$ cat config.mk
export PLATFORM = sky130hd
export DESIGN_NAME = uart_frame_receiver
export DESIGN_NICKNAME = d
export VERILOG_FILES = /design/src/rtl/ufr_pkg.sv /design/src/rtl/ufr_ram.sv /design/src/rtl/ufr_deframer.sv /design/src/rtl/uart_frame_receiver.sv
export SDC_FILE = /design/constraint.sdc
export NUM_CORES = 1
export LEC_CHECK = 0
export ABC_AREA = 1
export BUFFER_PORTS_ARGS = -buffer_cell sky130_fd_sc_hd__buf_2
export CAP_MARGIN = 20
export CORE_AREA = 2 2 390 392
export CTS_BUF_LIST = sky130_fd_sc_hd__clkbuf_8 sky130_fd_sc_hd__clkbuf_16
export CTS_CLUSTER_DIAMETER = 100
export DETAILED_ROUTE_END_ITERATION = 10
export DIE_AREA = 0 0 392 394
export PLACE_DENSITY = 0.55
export SYNTH_ARGS = -nofsm -noshare
export SYNTH_HDL_FRONTEND = slang
export SYNTH_SLANG_ARGS = --single-unit
$ cat constraint.sdc
create_clock -name clk -period 3.3 [get_ports clk]
set_clock_uncertainty 0.1 [all_clocks]
set_input_delay 0.495 -clock clk [delete_from_list [all_inputs] [get_ports clk]]
set_output_delay 0.495 -clock clk [all_outputs]
set_load 0.005 [all_outputs]
$ cat src/rtl/ufr_pkg.sv
`default_nettype none

package ufr_pkg;

    localparam int FRAME_SLOTS_DEF = 4;
    localparam int FRAME_BYTES_DEF = 32;

    localparam logic [7:0] HDR_A            = 8'hAA;
    localparam logic [7:0] HDR_B            = 8'hBB;
    localparam logic [7:0] HDR_2            = 8'h83;
    localparam logic [7:0] IDLE_LIMIT_RESET = 8'd20;

    localparam logic [1:0] KIND_IDLE = 2'd0;
    localparam logic [1:0] KIND_BYTE = 2'd1;
    localparam logic [1:0] KIND_READ = 2'd2;

    localparam logic [2:0] PH_HDR1 = 3'd0;
    localparam logic [2:0] PH_HDR2 = 3'd1;
    localparam logic [2:0] PH_LEN  = 3'd2;
    localparam logic [2:0] PH_DATA = 3'd3;
    localparam logic [2:0] PH_SUM  = 3'd4;

    localparam logic [1:0] EV_NONE     = 2'd0;
    localparam logic [1:0] EV_ACCEPT   = 2'd1;
    localparam logic [1:0] EV_MISMATCH = 2'd2;
    localparam logic [1:0] EV_REJECT   = 2'd3;

    typedef struct packed {
        logic [1:0] kind;
        logic [7:0] rx_byte;
        logic [1:0] read_slot;
        logic [4:0] read_index;
    } ufr_in_t;

    typedef struct packed {
        logic       timed_out;
        logic [1:0] frame_event;
        logic [1:0] write_slot;
        logic [2:0] phase;
        logic [7:0] read_data;
    } ufr_out_t;

    typedef struct packed {
        logic       timed_out;
        logic [1:0] frame_event;
        logic [1:0] write_slot;
        logic [2:0] phase;
    } ufr_status_t;

endpackage

`default_nettype wire

$ cat src/rtl/ufr_ram.sv
`default_nettype none

module ufr_ram #(
    parameter int WIDTH = 8,
    parameter int DEPTH = 128,
    parameter int AW    = (DEPTH > 1) ? $clog2(DEPTH) : 1
) (
    input  wire logic             clk,
    input  wire logic             we,
    input  wire logic [AW-1:0]    waddr,
    input  wire logic [WIDTH-1:0] wdata,
    input  wire logic             re,
    input  wire logic [AW-1:0]    raddr,
    output logic      [WIDTH-1:0] rdata
);

    logic [WIDTH-1:0] mem [DEPTH];

    always_ff @(posedge clk)
    begin
        if (we)
        begin
            mem[waddr] <= wdata;
        end
        if (re)
        begin
            rdata <= mem[raddr];
        end
    end

endmodule

`default_nettype wire

$ cat src/rtl/ufr_deframer.sv
`default_nettype none

module ufr_deframer #(
    parameter int FRAME_SLOTS = ufr_pkg::FRAME_SLOTS_DEF,
    parameter int FRAME_BYTES = ufr_pkg::FRAME_BYTES_DEF,
    parameter int SW          = $clog2(FRAME_SLOTS),
    parameter int BW          = $clog2(FRAME_BYTES)
) (
    input  wire logic                 clk,
    input  wire logic                 rst_n,
    input  wire logic                 cfg_we,
    input  wire logic [7:0]           cfg_wdata,
    input  wire logic                 accept,
    input  wire ufr_pkg::ufr_in_t     item,
    output ufr_pkg::ufr_status_t      status,
    output logic                      wr_en,
    output logic [SW+BW-1:0]          wr_addr,
    output logic [7:0]                wr_data
);

    import ufr_pkg::*;

    logic [7:0]    idle_limit_reg;
    logic [2:0]    phase_reg, phase_next;
    logic [7:0]    idle_reg, idle_next;
    logic [7:0]    length_reg, length_next;
    logic [BW-1:0] count_reg, count_next;
    logic [7:0]    xor_reg, xor_next;
    logic [SW-1:0] fill_reg, fill_next;

    logic          tmo;
    logic [1:0]    ev;
    logic [2:0]    ph_cur;
    logic [7:0]    b;

    assign b = item.rx_byte;

    always_comb
    begin
        phase_next  = phase_reg;
        idle_next   = idle_reg;
        length_next = length_reg;
        count_next  = count_reg;
        xor_next    = xor_reg;
        fill_next   = fill_reg;
        tmo         = 1'b0;
        ev          = EV_NONE;
        ph_cur      = phase_reg;
        wr_en       = 1'b0;
        wr_addr     = {fill_reg, count_reg};
        wr_data     = b;
        if (item.kind != KIND_READ)
        begin
            if (idle_reg > idle_limit_reg)
            begin
                idle_next = 8'd0;
                ph_cur    = PH_HDR1;
                tmo       = 1'b1;
            end
            else
            begin
                idle_next = idle_reg + 8'd1;
            end
            phase_next = ph_cur;
            if (item.kind == KIND_BYTE)
            begin
                idle_next = 8'd0;
                case (ph_cur)
                    PH_HDR1:
                    begin
                        if (b == HDR_A || b == HDR_B)
                        begin
                            phase_next = PH_HDR2;
                        end
                    end
                    PH_HDR2:
                    begin
                        if (b == HDR_2)
                        begin
                            phase_next = PH_LEN;
                        end
                        else
                        begin
                            phase_next = PH_HDR1;
                            ev         = EV_REJECT;
                        end
                    end
                    PH_LEN:
                    begin
                        length_next = b;
                        if ({1'b0, b} >= 9'(FRAME_BYTES) || b < 8'd2)
                        begin
                            phase_next = PH_HDR1;
                            ev         = EV_REJECT;
                        end
                        else
                        begin
                            xor_next   = b;
                            count_next = '0;
                            phase_next = PH_DATA;
                        end
                    end
                    PH_DATA:
                    begin
                        wr_en      = accept;
                        xor_next   = xor_reg ^ b;
                        count_next = count_reg + 1'b1;
                        if (9'(count_reg) + 9'd2 >= {1'b0, length_reg})
                        begin
                            phase_next = PH_SUM;
                        end
                    end
                    PH_SUM:
                    begin
                        if (xor_reg == b)
                        begin
                            fill_next = (fill_reg == SW'(FRAME_SLOTS - 1)) ? '0
                                                                           : fill_reg + 1'b1;
                            ev        = EV_ACCEPT;
                        end
                        else
                        begin
                            ev = EV_MISMATCH;
                        end
                        phase_next = PH_HDR1;
                    end
                    default:
                    begin
                        phase_next = PH_HDR1;
                    end
                endcase
            end
        end
    end

    assign status.timed_out   = tmo;
    assign status.frame_event = ev;
    assign status.write_slot  = 2'(fill_next);
    assign status.phase       = phase_next;

    always_ff @(posedge clk or negedge rst_n)
    begin
        if (!rst_n)
        begin
            idle_limit_reg <= IDLE_LIMIT_RESET;
            phase_reg      <= PH_HDR1;
            idle_reg       <= 8'd0;
            length_reg     <= 8'd0;
            count_reg      <= '0;
            xor_reg        <= 8'd0;
            fill_reg       <= '0;
        end
        else
        begin
            if (cfg_we)
            begin
                idle_limit_reg <= cfg_wdata;
            end
            if (accept)
            begin
                phase_reg  <= phase_next;
                idle_reg   <= idle_next;
                length_reg <= length_next;
                count_reg  <= count_next;
                xor_reg    <= xor_next;
                fill_reg   <= fill_next;
            end
        end
    end

endmodule

`default_nettype wire

$ cat src/rtl/uart_frame_receiver.sv
// UART frame receiver: one word per clock in while item_stall is low, one result word per
// input word out via the first result stage and the output stage. Frame hunt, length check,
// XOR checksum and slot pointer are registered on each accepted word; payload bytes go to a
// frame store RAM with registered read, so a read word returns its byte from the RAM output
// register. Two result stages let a new word be accepted while a finished result waits. The
// store is not cleared at reset: read only positions that a received frame has written.
`default_nettype none

module uart_frame_receiver #(
    parameter int FRAME_SLOTS = ufr_pkg::FRAME_SLOTS_DEF,
    parameter int FRAME_BYTES = ufr_pkg::FRAME_BYTES_DEF
) (
    input  wire logic              clk,
    input  wire logic              rst_n,
    input  wire logic              cfg_we,
    input  wire logic [7:0]        cfg_wdata,
    input  wire logic              item_valid,
    output logic                   item_stall,
    input  wire ufr_pkg::ufr_in_t  item,
    output logic                   result_valid,
    input  wire logic              result_stall,
    output ufr_pkg::ufr_out_t      result
);

    import ufr_pkg::*;

    localparam int SW = $clog2(FRAME_SLOTS);
    localparam int BW = $clog2(FRAME_BYTES);

    logic              accept;
    logic              adv1;
    ufr_status_t       status;
    logic              wr_en;
    logic [SW+BW-1:0]  wr_addr;
    logic [7:0]        wr_data;
    logic              rd_req;
    logic              rd_ok;
    logic [7:0]        ram_q;

    logic              s1_valid_reg, s1_valid_next;
    ufr_status_t       s1_status_reg;
    logic              s1_rd_ok_reg;
    logic              s2_valid_reg, s2_valid_next;
    ufr_out_t          s2_word_reg;

    assign adv1       = s1_valid_reg && (!s2_valid_reg || !result_stall);
    assign item_stall = s1_valid_reg && s2_valid_reg && result_stall;
    assign accept     = item_valid && !item_stall;

    assign rd_ok  = (item.kind == KIND_READ) && (int'(item.read_slot) < FRAME_SLOTS)
                    && (int'(item.read_index) < FRAME_BYTES);
    assign rd_req = accept && (item.kind == KIND_READ);

    ufr_deframer #(
        .FRAME_SLOTS (FRAME_SLOTS),
        .FRAME_BYTES (FRAME_BYTES),
        .SW          (SW),
        .BW          (BW)
    ) u_deframer (
        .clk       (clk),
        .rst_n     (rst_n),
        .cfg_we    (cfg_we),
        .cfg_wdata (cfg_wdata),
        .accept    (accept),
        .item      (item),
        .status    (status),
        .wr_en     (wr_en),
        .wr_addr   (wr_addr),
        .wr_data   (wr_data)
    );

    ufr_ram #(
        .WIDTH (8),
        .DEPTH (FRAME_SLOTS * (2 ** BW)),
        .AW    (SW + BW)
    ) u_store (
        .clk   (clk),
        .we    (wr_en),
        .waddr (wr_addr),
        .wdata (wr_data),
        .re    (rd_req),
        .raddr ({SW'(item.read_slot), BW'(item.read_index)}),
        .rdata (ram_q)
    );

    always_comb
    begin
        s1_valid_next = s1_valid_reg;
        if (accept)
        begin
            s1_valid_next = 1'b1;
        end
        else if (adv1)
        begin
            s1_valid_next = 1'b0;
        end
        s2_valid_next = s2_valid_reg;
        if (adv1)
        begin
            s2_valid_next = 1'b1;
        end
        else if (s2_valid_reg && !result_stall)
        begin
            s2_valid_next = 1'b0;
        end
    end

    always_ff @(posedge clk or negedge rst_n)
    begin
        if (!rst_n)
        begin
            s1_valid_reg <= 1'b0;
            s2_valid_reg <= 1'b0;
        end
        else
        begin
            s1_valid_reg <= s1_valid_next;
            s2_valid_reg <= s2_valid_next;
        end
    end

    always_ff @(posedge clk)
    begin
        if (accept)
        begin
            s1_status_reg <= status;
            s1_rd_ok_reg  <= rd_ok;
        end
        if (adv1)
        begin
            s2_word_reg.timed_out   <= s1_status_reg.timed_out;
            s2_word_reg.frame_event <= s1_status_reg.frame_event;
            s2_word_reg.write_slot  <= s1_status_reg.write_slot;
            s2_word_reg.phase       <= s1_status_reg.phase;
            s2_word_reg.read_data   <= s1_rd_ok_reg ? ram_q : 8'd0;
        end
    end

    assign result_valid = s2_valid_reg;
    assign result       = s2_word_reg;

    a_accept_fills_s1 : assert property (@(posedge clk) disable iff (!rst_n)
        accept |=> s1_valid_reg)
        else $error("accepted word did not reach first result stage");

    a_adv_fills_s2 : assert property (@(posedge clk) disable iff (!rst_n)
        adv1 |=> s2_valid_reg)
        else $error("advancing word did not reach output stage");

    a_tick_no_read : assert property (@(posedge clk) disable iff (!rst_n)
        accept && item.kind != KIND_READ |=> !s1_rd_ok_reg && s1_status_reg.phase <= PH_SUM)
        else $error("tick word flagged as store read or bad phase");

endmodule

`default_nettype wire

==> impl_metrics.tcl <==
set metrics [dict create \
    status "complete, no violations" \
    cts_repair_resize_count 0 \
    final_cell_mix "1,057 x edfxtp_1, 720 x nor2_1, 575 x o21ai_0" \
    cts_hold_repair.buffers 14 \
    fin_setup_tns_ps 0 \
    clock_latency_ps 690 \
    cts-root-buf "clkbuf_16" \
    nets 3892 \
    ys_ff_latch 1101 \
    coreArea_um2 151000 \
    rsz0062_at_grt "no" \
    grt_pass1_wl_mm 193 \
    cap_violations 0 \
    holdWs_ps 57.8 \
    final_max_slew_viol_count 0 \
    wl_per_cell_um 22.2 \
    p_leak_nw 17.9 \
    power.density_nw_per_um2 593 \
    synthFlopType "edfxtp_1" \
    synthesis.nets 3701 \
    gp_congestion 0.876 \
    dpl.hpwl_mm 80.4 \
    num_rows 143 \
    grt_pass1_vias 29200 \
    final_common_cell "edfxtp_1" \
    hp-class "primary input to flop" \
    largest_reg_flops 1024 \
    drt_iter0_drc 3777 \
    io_buffers 47 \
    cts_setup_buffers 0 \
    crit_required_ps 3580 \
    synthCells 3647 \
    yosysSeqAreaShare_pct 73.4 \
    syn2layout_area_growth_pct 17.6 \
    worst_pin_slew_ps 1080 \
    finalCritPeriodShare_pct 90.0 \
    dr.pass1.iters 6 \
    syn-cell-area_um2 44700 \
    cts_tree "built" \
    die_h_um 394 \
    synth_edf_count 1057 \
    numCtsBuffers 114 \
    synthArstFlopShare_pct 4.00 \
    criticalPathCategory "flop to flop" \
    cp-end-kind "flop" \
    start_util_pct 29.7 \
    cts_buffer_depth 3 \
    vias 29900 \
    io_pins 48 \
    critPathMaxFanout 8 \
    placed_cell_area_um2 48800 \
    ir_drop_v 0.000441 \
    regMostFlops "u_store.mem" \
    viasPerCell 5.01 \
    post-place-ws_ps 285 \
    yosys_warnings 0 \
    fin_util_pct 34.9 \
    fill_cells 14900 \
    cts_num_sinks 1101 \
    routed_wl_mm 132 \
    power.total_mw 31.2 \
    htree_num_levels 3 \
    overflow 0 \
    hold_viol_final 0 \
    drc 0 \
    ys_types 39 \
    grt_usage_pct 16.7 \
    worst_slack_ps 329 \
    synth_area_per_cell_um2 12.3 \
    arrival_ps 3250 \
    fmax_mhz 337 \
    ant_nets 0 \
    fin_crit_ps 2970 \
    die_width_um 392 \
    slew_headroom_pct 27.9 \
    startpoint_type "flop" \
    final_cells 5967 \
    grt_max_degree 135 \
    drive_gt1_share_pct 12.9 \
    cts.clk_slew.worst_paths_ps 60 \
    antenna_found_initial 8 \
    finalSetupViolations 0 \
    fp.dieArea_um2 154000 \
    dp_cells 5737 \
    final_area_um2 52600 \
]
==> critical path: stages (launching register included) <==
cell	delay, ps
dfstp_2	520
inv_1	50
ha_1	260
nand2_1	60
inv_1	60
nand2_1	60
nand2_1	40
nand2_1	60
nand2_1	100
nand2_2	80
nand2_1	80
nor2_4	100
nand2_2	60
inv_2	80
nand2_4	130
nor2_4	260
nand2_2	220
nor2_1	140
buf_4	200
==> metal layers <==
layer	part of all wire [%]	track usage (%)	vias to the layer above	wire, um
li1	-	-	13600	-
met1	42	22.7	14700	56200
met2	46	26.5	1288	60600
met3	8.0	3.46	258	10600
met4	3.7	5.76	4	4880
met5	0.017	0	-	23
==> power breakdown <==
group / switching, mW / leakage [nW] / total (mW) / internal [mW]
combinational: 2.20 / 5.91 / 3.01 / 0.811
sequential: 0.129 / 10.1 / 15.6 / 15.5
clock: 5.48 / 1.88 / 12.6 / 7.12
==> Yosys cell counts (2+ instances only) <==
library cell / instances / area (um^2)
buf_4: 8 / 60.1
clkbuf_1: 149 / 559
nand3_1: 72 / 360
nor2_2: 3 / 18.8
xnor2_1: 8 / 70.1
nor2_4: 6 / 67.6
mux2_2: 2 / 22.5
clkinv_1: 2 / 7.51
nor3_1: 7 / 35.0
nand2_2: 19 / 119
buf_1: 12 / 45.0
ha_1: 24 / 300
buf_2: 64 / 320
o31ai_1: 2 / 15.0
nand4_1: 7 / 43.8
inv_2: 2 / 7.51
nand2_1: 415 / 1560
o211ai_1: 48 / 360
o22ai_1: 256 / 1600
xor2_1: 14 / 123
nor2_1: 722 / 2710
o21ai_0: 575 / 2880
o21ai_1: 27 / 135
dfstp_2: 2 / 52.6
inv_1: 74 / 278
dfrtp_1: 42 / 1050
a21oi_1: 16 / 80.1
edfxtp_1: 1057 / 31700
buf_6: 2 / 22.5
==> path summary, 6_finish.rpt <==
kind | depth (start not counted) | from | end | slack, ps
min reg2reg | 0 | s1_status_reg[7]$_SDFFCE_PP0P_ | result[15]$_DFFE_PP_ | 330
max in group asynchronous | 3 | rst_n | u_deframer.idle_limit_reg[2]$_DFFE_PN1P_ | 2410
max | 18 | u_deframer.idle_limit_reg[2]$_DFFE_PN1P_ | u_store.mem[111][2]$_DFFE_PP_ | 330
max reg2reg | 18 | u_deframer.idle_limit_reg[2]$_DFFE_PN1P_ | u_store.mem[111][2]$_DFFE_PP_ | 330
min in group asynchronous | 2 | rst_n | result_valid$_DFFE_PN0P_ | 140
min | 3 | cfg_we | u_deframer.idle_limit_reg[7]$_DFFE_PN0P_ | 60
==> cell type report <==
class	instances	area, um^2	area share (%)
Clock inverter	99	787	1.50
Tap cell	2030	2540	4.83
Clock buffer	115	2880	5.47
Timing Repair Buffer	310	2660	5.06
Inverter	78	308	0.585
Antenna cell	1	2.50	0.00476
Sequential cell	1101	32800	62.4
Multi-Input combinational cell	2233	10600	20.1
==> logic make-up after synthesis <==
logic type | Yosys count | share of synthesized area (%)
AND/OR/NAND/NOR | 1257 | 11.1
flip-flops | 1101 | 73.4
AO/OA/AOI/OAI | 928 | 11.4
buffers and inverters | 313 | 2.91
adder cells (fa/ha/maj) | 24 | 0.671
XOR/XNOR | 22 | 0.431
multiplexers | 2 | 0.0503
Power figures use the tool's default switching activity.
